<file path="config.mk">
export PLATFORM = sky130hd
export DESIGN_NAME = uyvy_to_rgb565_converter_top
export DESIGN_NICKNAME = d
export VERILOG_FILES = /design/src/rtl/u2r_pkg.sv /design/src/rtl/u2r_pixel_pipe.sv /design/src/rtl/uyvy_to_rgb565_converter_top.sv
export SDC_FILE = /design/constraint.sdc
export NUM_CORES = 1
export LEC_CHECK = 0
export BUFFER_PORTS_ARGS = -buffer_cell sky130_fd_sc_hd__clkbuf_2
export CORE_MARGIN = 5
export CORE_UTILIZATION = 50
export DETAILED_ROUTE_END_ITERATION = 10
export PLACE_DENSITY = 0.68
export SKIP_CTS_REPAIR_TIMING = 1
export SLEW_MARGIN = 10
export SYNTH_ARGS = -nofsm -noshare
export SYNTH_HDL_FRONTEND = slang
export SYNTH_SLANG_ARGS = --single-unit
export TNS_END_PERCENT = 30
</file>
<file path="constraint.sdc">
create_clock -name clk_i -period 4.4 [get_ports clk_i]
set_clock_uncertainty 0.05 [all_clocks]
set_input_delay 0.44 -clock clk_i [delete_from_list [all_inputs] [get_ports clk_i]]
set_output_delay 0.44 -clock clk_i [all_outputs]
set_load 0.05 [all_outputs]
</file>
<file path="src/rtl/u2r_pkg.sv">
package u2r_pkg;

  // Chroma contribution width: every product below fits a 16-bit signed word.
  localparam int unsigned ChromaW = 16;
  // Channel sum width before clamping.
  localparam int unsigned SumW    = 18;

  // Fixed-point coefficients with 7 fraction bits.
  localparam logic signed [ChromaW-1:0] CoefRedCr   = 16'sd202;
  localparam logic signed [ChromaW-1:0] CoefGreenCb = -16'sd24;
  localparam logic signed [ChromaW-1:0] CoefGreenCr = -16'sd60;
  localparam logic signed [ChromaW-1:0] CoefBlueCb  = 16'sd238;

  // 128*(Y-16) + 64 folds into one offset on the shifted luma.
  localparam logic signed [SumW-1:0] LumaBias = -18'sd1984;

  // Reciprocal multipliers: floor(3r/10) = (615 r) >> 11 and
  // floor(b/5) = (205 b) >> 10, both exact for any 8-bit channel.
  localparam logic [17:0] RedDimMul  = 18'd615;
  localparam logic [15:0] BlueDimMul = 16'd205;

  // Pipeline depth from an accepted word to its result strobe.
  localparam int unsigned Latency = 4;

  // Shared chroma terms handed from the front stage to both pixel lanes.
  typedef struct packed {
    logic signed [ChromaW-1:0] red;
    logic signed [ChromaW-1:0] green;
    logic signed [ChromaW-1:0] blue;
  } chroma_t;

endpackage

</file>
<file path="src/rtl/u2r_pixel_pipe.sv">
module u2r_pixel_pipe (
  input  logic             clk_i,
  input  logic [7:0]       luma_i,
  input  u2r_pkg::chroma_t chroma_i,
  output logic [15:0]      pixel_o
);
  import u2r_pkg::*;

  logic signed [SumW-1:0] luma_term;
  logic signed [SumW-1:0] sum_r_d, sum_g_d, sum_b_d;
  logic signed [SumW-1:0] sum_r_q, sum_g_q, sum_b_q;
  logic [7:0]             red_c, green_c, blue_c;
  logic [17:0]            red_prod_d, red_prod_q;
  logic [15:0]            blue_prod_d, blue_prod_q;
  logic [6:0]             green_dim_d, green_dim_q;
  logic [15:0]            pixel_d, pixel_q;

  // Negative sums go to zero, anything at or above 256 after the shift saturates.
  function automatic logic [7:0] clamp_ch(input logic signed [SumW-1:0] s);
    logic [7:0] v;
    if (s[SumW-1]) begin
      v = 8'd0;
    end else if (s[SumW-2:15] != '0) begin
      v = 8'hff;
    end else begin
      v = s[14:7];
    end
    return v;
  endfunction

  // Stage A: add luma and chroma terms.
  assign luma_term = $signed({3'b000, luma_i, 7'b0000000}) + LumaBias;
  assign sum_r_d   = luma_term + SumW'(chroma_i.red);
  assign sum_g_d   = luma_term + SumW'(chroma_i.green);
  assign sum_b_d   = luma_term + SumW'(chroma_i.blue);

  // Stage B: clamp and start the dimming multiplies.
  assign red_c       = clamp_ch(sum_r_q);
  assign green_c     = clamp_ch(sum_g_q);
  assign blue_c      = clamp_ch(sum_b_q);
  assign red_prod_d  = 18'(red_c) * RedDimMul;
  assign blue_prod_d = 16'(blue_c) * BlueDimMul;
  assign green_dim_d = green_c[7:1];

  // Stage C: finish the reciprocal shifts and keep the top 5/6/5 bits.
  assign pixel_d = {1'b0, red_prod_q[17:14],
                    1'b0, green_dim_q[6:2],
                    2'b00, blue_prod_q[15:13]};

  always_ff @(posedge clk_i) begin
    sum_r_q     <= sum_r_d;
    sum_g_q     <= sum_g_d;
    sum_b_q     <= sum_b_d;
    red_prod_q  <= red_prod_d;
    blue_prod_q <= blue_prod_d;
    green_dim_q <= green_dim_d;
    pixel_q     <= pixel_d;
  end

  assign pixel_o = pixel_q;

endmodule

</file>
<file path="src/rtl/uyvy_to_rgb565_converter_top.sv">
// UYVY to RGB565 converter. Each word carries one shared Cb byte, one shared
// Cr byte and two luma bytes, and gives two RGB565 pixels with the red channel
// scaled to three tenths, green halved and blue scaled to one fifth. The block
// takes a new word in every clock cycle: busy_o never rises, so start_i may be
// held high for a continuous stream. The result for a word is marked by done_o
// for a single cycle once the word has passed every pipeline stage, and results
// leave in the order the words arrived. There is no back-pressure on the result
// side, so the receiver must take every word in the cycle that done_o is high.
// In the pipeline, one stage forms the shared chroma products, then each pixel
// lane spends one stage on the channel sums, one on clamping and the reciprocal
// multiplies, and one on packing into the output register. The frame-end flag
// travels alongside and comes out with the word it was accepted with.
module uyvy_to_rgb565_converter_top (
  input  logic        clk_i,
  input  logic        rst_ni,
  input  logic        start_i,
  output logic        busy_o,
  input  logic [7:0]  blue_diff_i,
  input  logic [7:0]  luma_first_i,
  input  logic [7:0]  red_diff_i,
  input  logic [7:0]  luma_second_i,
  input  logic        frame_end_in_i,
  output logic        done_o,
  output logic [15:0] pixel_first_o,
  output logic [15:0] pixel_second_o,
  output logic        frame_end_out_o
);
  import u2r_pkg::*;

  logic signed [7:0]   cb_s, cr_s;
  chroma_t             chroma_d, chroma_q;
  logic [7:0]          luma_first_q, luma_second_q;
  logic [Latency-1:0]  vld_d, vld_q;
  logic [Latency-1:0]  fe_d, fe_q;
  logic                accept;

  // The pipeline never stalls, so a word is always welcome.
  assign busy_o = 1'b0;
  assign accept = start_i & ~busy_o;

  // Subtracting 128 from an offset-binary byte is the same as flipping its top bit.
  assign cb_s = $signed({~blue_diff_i[7], blue_diff_i[6:0]});
  assign cr_s = $signed({~red_diff_i[7], red_diff_i[6:0]});

  // Front stage: chroma products, shared by both pixels of the word.
  assign chroma_d.red   = ChromaW'(cr_s) * CoefRedCr;
  assign chroma_d.green = ChromaW'(cb_s) * CoefGreenCb + ChromaW'(cr_s) * CoefGreenCr;
  assign chroma_d.blue  = ChromaW'(cb_s) * CoefBlueCb;

  always_ff @(posedge clk_i) begin
    chroma_q      <= chroma_d;
    luma_first_q  <= luma_first_i;
    luma_second_q <= luma_second_i;
  end

  // Valid bits and the frame-end mark follow the data down the pipeline.
  assign vld_d = {vld_q[Latency-2:0], accept};
  assign fe_d  = {fe_q[Latency-2:0], frame_end_in_i};

  always_ff @(posedge clk_i or negedge rst_ni) begin
    if (!rst_ni) begin
      vld_q <= '0;
    end else begin
      vld_q <= vld_d;
    end
  end

  always_ff @(posedge clk_i) begin
    fe_q <= fe_d;
  end

  u2r_pixel_pipe u_first (
    .clk_i    (clk_i),
    .luma_i   (luma_first_q),
    .chroma_i (chroma_q),
    .pixel_o  (pixel_first_o)
  );

  u2r_pixel_pipe u_second (
    .clk_i    (clk_i),
    .luma_i   (luma_second_q),
    .chroma_i (chroma_q),
    .pixel_o  (pixel_second_o)
  );

  assign done_o          = vld_q[Latency-1];
  assign frame_end_out_o = fe_q[Latency-1];

endmodule

</file>
Word level (Yosys, flattened, before mapping)

Cells that the tools add are included.

Reductions and logical operators: 6
Add/sub/neg operators: 9
Muxes and demuxes: 10
Bitwise gates (word level): 2
Multipliers: 8

Operators by type and width:

| cell                     | count |
|---|---|
| $add A17 B16 Y18         | 6 |
| $mux W8                  | 10 |
| $mul A8 B10 Y18 const B  | 2 |
| $add A16 B12 Y17 const B | 2 |
| $mul A8 B8 Y16 const B   | 2 |
| $mul A8 B8 Y15 const B   | 2 |
| $add A14 B15 Y16         | 1 |
| $mul A8 B5 Y13 const B   | 1 |
| $reduce_bool A2 Y1       | 6 |
| $mul A8 B3 Y11 const B   | 1 |
| $not A1 Y1               | 2 |

Input port bits: 36
Flip-flop bits (word level): 284

Depth between registers and ports, before layout

Gate-level depths: netlist (run 1).

Depth in word-level cells: 4
Depth in mapped cells: 20
Depth with buffers taken out: 19

By module

Synthesis (run 1) repeated with hierarchy kept, for this count alone.

Cell total of the unflattened synthesis: 1,600
Area total of the unflattened synthesis: 15,282.2 um^2

By module, submodules not included:

| module                       | cells an instance | instances | area each (um^2) | sequential area each (um^2) |
|---|---|---|---|---|
| uyvy_to_rgb565_converter_top | 541               | 1         | 5,484.0          | 1,361.3 |
| u2r_pixel_pipe at u_second   | 550               | 1         | 4,977.3          | 1,081.0 |
| u2r_pixel_pipe at u_first    | 509               | 1         | 4,820.9          | 1,081.0 |

Worst setup path after synthesis (run 1)

OpenSTA, ideal clock, no wires.

Kind: reg-to-reg
From: register u_second.sum_r_q[16]
To: register u_second.red_prod_q[16]
Stages on the path, launching flop included: 20
Setup slack: -0.118 ns
Data arrival time: 4.396 ns
Period minus slack after synthesis: 4.518 ns
Library setup time: 0.072 ns
Cell sequence: dfxtp_1 or2_2 clkbuf_1 nor2_1 nor2_1 inv_1 fa_1 fa_1 inv_1 fa_1 inv_1 fa_1 inv_1 ha_1 a21o_1 a21o_1 o2111ai_1 nand3_1 o31ai_1 xnor2_1

Cells in the longest elaborated chain, start to end: 4

RTL lines:

| item                        | line                 | text |
|---|---|---|
| start, declared             | u2r_pixel_pipe.sv:11 | `logic signed [SumW-1:0] sum_r_q, sum_g_q, sum_b_q;` |
| start signal, assigned      | u2r_pixel_pipe.sv:51 | `sum_r_q <= sum_r_d;` |
| $reduce_bool A2 Y1          | u2r_pixel_pipe.sv:23 | `end else if (s[SumW-2:15] != '0) begin` |
| $mux W8                     | u2r_pixel_pipe.sv:23 |  |
| $mux W8                     | u2r_pixel_pipe.sv:21 | `if (s[SumW-1]) begin` |
| $mul A8 B10 Y18             | u2r_pixel_pipe.sv:41 | `assign red_prod_d = 18'(red_c) * RedDimMul;` |
| net u_second.red_prod_d[16] | u2r_pixel_pipe.sv:13 | `logic [17:0] red_prod_d, red_prod_q;` |
| end signal, assigned        | u2r_pixel_pipe.sv:54 | `red_prod_q <= red_prod_d;` |
| end, declared               | u2r_pixel_pipe.sv:13 |  |

The timed path passes the listed nets, and every way through them passes these cells.
A chain may end at the register's enable or synchronous reset.

Final worst setup path (run 1)

From: register u_second.sum_r_q[15]
To: register u_second.red_prod_q[16]

The elaborated chain is that of the path after synthesis.

==> metrics.md, run 1 <==
| Metric | Value |
|---|---|
| Footprint of the multi-input gates | `approximately 0.010 sq mm` |
| Yosys warns | `0` |
| Fraction of layout cells with a size suffix above 1 | `between 10% and 20%` |
| GRT Util Overall | `between 10% and 20%` |
| Register area | `0.00326 sq mm` |
| Cell area after synthesis | `approximately 0.015 sq mm` |
| Final Slew Violations | `0` |
| Drt first pass iters | `5` |
| Critical-path maximum fanout | `4` |
| Crit Path Category | `register to register` |
| Die height | `between 150 and 200 microns` |
| Area delta synth->final | `11.5%` |
| Fillcell total | `about 2600` |
| Die area | `between 0.03 and 0.04 sq mm` |
| Largest net degree at the start of global routing | `17` |
| Die width | `between 150 and 200 microns` |
| Flops & latches, synth | `about 160` |
| Source of the worst hold timing path | `frame_end_in_i` |
| Asr flop ratio synth | `about 2.5%` |
| Setup TNS | `0 ns` |
| Initial antenna violation count | `0` |
| Post-synth EDFFs | `0` |
| IO Port Bufs | `61` |
| Max Clk Rate | `between 200 and 250 MHz` |
| # diodes | `0` |
| RSZ-0062 raised after global routing | `true` |
| Final worst-path cycle share | `between 90 and 100%` |
| Total number of vias | `approximately 10000` |
| Top_reg_cell synth | `dfxtp_1` |
| Netlist cell types | `69` |
| Max cap viols | `0` |
| Critical path arrival | `4.52 ns` |
| Clk root buf | `clkbuf_16` |
| Worst hold path type | `primary input to register` |
| FP Rows | `between 60 and 70` |
| Drt wl/cell | `13.6 microns` |
| DP Wirelength | `~24000 microns` |
| Sink Count | `162` |
| Min Clock Period, post-route | `around 4.3 ns` |
| Worst-path clk slew | `approximately 0.060 ns` |
| Clock Tree Buf Depth | `2` |
| Setup violations, final | `0` |
| Nature of the critical path endpoint | `register` |
| Crit path from | `u_second.sum_r_q[15]$_DFF_P_` |
| Number of global-route vias before repair | `~10000` |
| Fin util | `between 50% and 60%` |
| Via-per-instance ratio | `roughly 5.0` |
| I/O pin cnt | `71` |
| Outcome | `finished clean` |
| Final #Nets | `about 2100` |
| CTS tree | `done` |
| Worst slew margin | `45.4%` |
| Post-synthesis instance total | `approximately 1500` |
| Core area | `0.0287 sq mm` |
| Starting Density | `about half` |
| Final hold violations | `0` |
| R2R Path Start | `u_second.sum_r_q[15]$_DFF_P_` |
| Mean post-synth cell area | `9.61 sq um` |
| Final antenna-violating net count | `0` |
| Final WL | `~27000 microns` |
| Register area share after synthesis | `between 20 and 25%` |
| Grt ovf | `0` |
| Req. time, crit path | `~4.7 ns` |
| Worst Setup Start Kind | `register` |
| Clock Latency Late Sink | `~0.42 ns` |
| CTS H-tree depth | `4` |
| Global-route wire length before repair | `47100 microns` |
| TritonCTS Buffers | `17` |
| GP Congestion | `0.881` |
| # DRC | `0` |
| Initial DRC count | `about 380` |
| Slew @ Worst Pin | `between 0.8 and 0.9 ns` |
cells in the final DEF (no fill, tap or decap), drive strengths merged, types with 3 or more instances in the layout:
cell type / n
a2111oi: 3
a211oi: 6
a21boi: 3
a21o: 24
a21oi: 56
a31o: 4
a31oi: 5
and3: 4
buf: 29
clkbuf: 81
clkinv: 5
conb: 9
dfrtp: 4
dfxtp: 158
fa: 96
ha: 354
inv: 261
mux2i: 4
nand2: 26
nand2b: 8
nand3: 22
nand4b: 4
nor2: 136
nor2b: 17
nor3: 32
nor3b: 6
nor4: 4
nor4b: 4
o2111ai: 3
o211ai: 11
o21a: 18
o21ai: 39
o22ai: 4
o31ai: 5
o41ai: 6
or2: 22
or3: 3
xnor2: 77
xor2: 32
kinds of logic (layout without fill, tap and decap cells):
family                     count (synthesis)  count (layout)  synth area share [%]
other                                      1               9                0.0258
xor gates and xnor gates                 109             109                  6.56
muxes                                      6               6                 0.430
buffers and inverters                    279             381                  7.43
adders and majority gates                450             450                  43.6
and+or+nand+nor                          298             298                  9.87
DFF                                      162             162                  22.4
AOI/OAI and AO/OA                        209             209                  9.64
sequential cells by signal, summed over array words and instances (netlist names), 4 cells and up:
| signal | flops |
|---|---|
| u_second.pixel_o | 12 |
| u_second.sum_b_q | 11 |
| vld_q | 4 |
| luma_first_q | 8 |
| u_first.green_dim_q | 5 |
| u_first.pixel_o | 12 |
| u_second.red_prod_q | 4 |
| u_first.red_prod_q | 4 |
| u_first.sum_g_q | 8 |
| u_second.sum_g_q | 8 |
| chroma_q | 30 |
| u_first.sum_r_q | 11 |
| u_first.sum_b_q | 11 |
| u_second.green_dim_q | 5 |
| luma_second_q | 8 |
| u_second.sum_r_q | 11 |
| fe_q | 4 |
through the flow:
| step | instances | hold WS, ns | area (sq um) | worst slack, ns |
|---|---|---|---|---|
| floorplan | 1522 | 0.0944 | 14600 | 0.0119 |
| global placement | 1974 | 0.196 | 15500 | -0.0232 |
| detailed placement | 1974 | 0.198 | 15500 | -0.158 |
| CTS | 2005 | -0.260 | 16000 | -0.189 |
| global route | 2008 | 0.0359 | 16200 | -0.0887 |
| finish | 2008 | 0.0642 | 16200 | 0.141 |
per-layer routing:
layer,vias up,part of all wire (%),GRT usage [%]
met5,-,0,0
li1,5237,-,-
met3,34,2.9,2.44
met2,135,47,29.7
met1,4552,48,22.9
met4,0,1.5,4.33
layout make-up:
type	instances	area share [%]
multi-input cells	1081	64.1
flip-flops and latches	162	20.1
inverters	259	5.99
repair buffers	91	3.28
well taps	384	2.96
clock buffers	20	2.75
clock inverters	11	0.794
worst max-delay path, cell delays in order (launching register included):
cell and delay (ns):
dfxtp_1 0.30, or2_4 0.26, nor2_2 0.12, nor2_2 0.05
inv_1 0.07, fa_1 0.43, fa_1 0.54, inv_2 0.04
fa_1 0.49, inv_2 0.04, fa_1 0.49, inv_2 0.05
ha_4 0.21, a21o_1 0.14, a21o_1 0.16, o2111ai_2 0.18
nand3_2 0.16, o31ai_4 0.27, xnor2_1 0.09
synth_stat cells (all sizes together), types with 6 or more instances:
library cell	number	area share [%]
o21a	18	0.93
xor2	32	1.9
nor3b	6	0.31
a21o	24	1.2
nand3	22	0.76
inv	258	6.7
nand2	26	0.67
a21oi	56	1.9
nor2b	17	0.73
nor3	32	1.1
o41ai	6	0.49
o21ai	39	1.3
or2	22	0.95
clkbuf	9	0.23
buf	11	0.52
xnor2	77	4.6
fa	96	13
nand2b	8	0.34
ha	354	30
dfxtp	158	22
o211ai	11	0.57
a211oi	6	0.34
nor2	136	3.5
path summary, 6_finish.rpt:
kind / to / slack (ns) / depth (start not counted)
setup / recovery: u_second.red_prod_q[16]$_DFF_P_ / 0.14 / 18
hold / removal: fe_q[0]$_DFF_P_ / 0.06 / 1
setup reg to reg: u_second.red_prod_q[16]$_DFF_P_ / 0.14 / 18
hold reg to reg: u_second.pixel_o[2]$_DFF_P_ / 0.27 / 0
max in group asynchronous: vld_q[0]$_DFF_PN0_ / 3.88 / 2
min in group asynchronous: vld_q[2]$_DFF_PN0_ / 0.30 / 2
Power of run 1 is left out: the tool's default activity adds up to more than one toggle a clock period on the data nets, which glitch-free logic cannot reach.
==> run 2, diff against run 1 <==
Settings changed: PLACE_DENSITY 0.68 to 0.65.
Clock period 4.4 ns to 5.1 ns, I/O delays scaled along.
==> run 2 against run 1 <==
Flip-flop and latch count unchanged. Register-to-register slack improved by 0.31 ns. Core utilization decreased by 1.2 points. Critical path type unchanged. Sequential share of layout area increased by 0.45 points. Routed wire length decreased by 1.0%. Count of clock-buffer cells in the layout unchanged. Via count decreased by 0.46%.
==> metrics.md, run 2 (same netlist as run 1, synthesis figures left out) <==
| Metric | Value |
|---|---|
| Outcome | `finished clean` |
| Clock Latency Late Sink | `0.43 ns` |
| Initial DRC count | `311` |
| Final #Nets | `2072` |
| CTS tree | `done` |
| Area delta synth->final | `9.08%` |
| Worst hold path type | `primary input to register` |
| Max Clk Rate | `between 200 and 250 MHz` |
| Slew @ Worst Pin | `between 0.8 and 0.9 ns` |
| CTS H-tree depth | `4` |
| Final WL | `between 20000 and 30000 microns` |
| Nature of the critical path endpoint | `register` |
| Number of global-route vias before repair | `a little over 10000` |
| Via-per-instance ratio | `5.00` |
| Grt ovf | `0` |
| CP max-delay cell | `fa_1` |
| Setup TNS | `0 ns` |
| Fraction of layout cells with a size suffix above 1 | `7.95%` |
| Most common cell after layout, fill and taps aside | `ha_1` |
| Die width | `~180 microns` |
| Crit Path Category | `register to register` |
| Worst Setup Start Kind | `register` |
| Largest net degree at the start of global routing | `17` |
| Worst-path cell chain | `or2_2 -> nor2_1 -> nor2_1 -> inv_1 -> fa_1 -> fa_1 -> inv_1 -> fa_1 -> inv_1 -> fa_1 -> inv_1 -> ha_1 -> a21o_1 -> a21o_1 -> o2111ai_1 -> nand3_1 -> o31ai_1 -> xnor2_1` |
| Final Slew Violations | `0` |
| Drt first pass iters | `5` |
| Max reg flops | `30` |
| Setup violations, final | `0` |
| Fillcell total | `2600` |
| Req. time, crit path | `about 5.4 ns` |
| I/O pin cnt | `71` |
| FP Rows | `62` |
| Max cap viols | `0` |
| Drt wl/cell | `between 10 and 15 microns` |
| # DRC | `0` |
| Most frequent cells in the layout | `ha_1 (354), inv_1 (258), dfxtp_1 (158)` |
| Global-route wire length before repair | `between 40000 and 50000 microns` |
| Total number of vias | `9912` |
| Min Clock Period, post-route | `around 4.6 ns` |
| Die height | `181 microns` |
| IO Port Bufs | `between 60 and 70` |
| Critical path arrival | `4.95 ns` |
| GP Congestion | `0.880` |
| RSZ-0062 raised after global routing | `false` |
| GRT Util Overall | `~17%` |
| Final antenna-violating net count | `0` |
| Final hold violations | `0` |
| Die area | `about 0.033 sq mm` |
| Starting Density | `around half` |
| Footprint of the multi-input gates | `between 0.01 and 0.015 sq mm` |
| DP Wirelength | `23500 microns` |
| Critical path's largest stage delay | `roughly 0.53 ns` |
| Largest register by flop count | `chroma_q` |
| Clk root buf | `clkbuf_16` |
| Hold Worst Slack | `about 0.13 ns` |
| Initial antenna violation count | `0` |
| Worst slew margin | `44.8%` |
| Register area | `0.00326 sq mm` |
| TritonCTS Buffers | `17` |
| Clock Tree Buf Depth | `2` |
| Critical-path maximum fanout | `8` |
| Final worst-path cycle share | `roughly nine tenths` |
| # diodes | `0` |
| Sink Count | `between 150 and 200` |
| Core area | `about 0.029 sq mm` |
| Worst-path clk slew | `roughly 0.06 ns` |
-- run 2: worst paths after layout --
kind	startpoint	to	slack (ns)	cells past startpoint
max in group asynchronous	rst_ni	vld_q[2]$_DFF_PN0_	4.51	2
worst max-delay path	u_second.sum_r_q[16]$_DFF_P_	u_second.red_prod_q[16]$_DFF_P_	0.45	18
worst max register to register	u_second.sum_r_q[16]$_DFF_P_	u_second.red_prod_q[16]$_DFF_P_	0.45	18
worst min register to register	u_second.green_dim_q[5]$_SDFF_PP0_	u_second.pixel_o[8]$_DFF_P_	0.27	0
min in group asynchronous	rst_ni	vld_q[0]$_DFF_PN0_	0.37	2
worst min-delay path	frame_end_in_i	fe_q[0]$_DFF_P_	0.13	1
-- run 2: metal layers --
metal | up-vias | GRT usage (%) | wire, microns
li1 | 5189 | - | -
met1 | 4567 | 23.3 | 13200
met2 | 120 | 29.5 | 12600
met3 | 36 | 2.36 | 753
met4 | 0 | 4.48 | 427
met5 | - | 0 | 0
-- run 2: cell type report --
cell class | instances | share of cell area, %
sequential | 162 | 20.6
clock buffer | 20 | 2.88
multi-input combinational | 1081 | 64.5
timing repair buffer | 65 | 2.13
clock inverter | 11 | 0.796
inverter | 259 | 6.12
tap | 384 | 3.03
-- run 2: critical path: cells and delay by family (launching register included) --
family	cells	cell delay, ns
AOI/OAI and AO/OA	4	0.89
adders and majority gates	5	2.31
xor gates and xnor gates	1	0.15
DFF	1	0.30
buffers and inverters	4	0.27
and+or+nand+nor	4	0.61
-- run 2: metrics by stage --
stage | cells | instance area [sq um] | utilization [%] | setup WS [ns]
floorplan | 1522 | 14600 | - | 0.582
global placement | 1950 | 15300 | 53.3 | 0.498
detailed placement | 1950 | 15300 | 53.3 | 0.421
CTS | 1981 | 15900 | 55.3 | 0.422
global route | 1982 | 15900 | 55.3 | 0.0696
finish | 1982 | 15900 | 55.3 | 0.454
Power of run 2 is left out for the same reason.
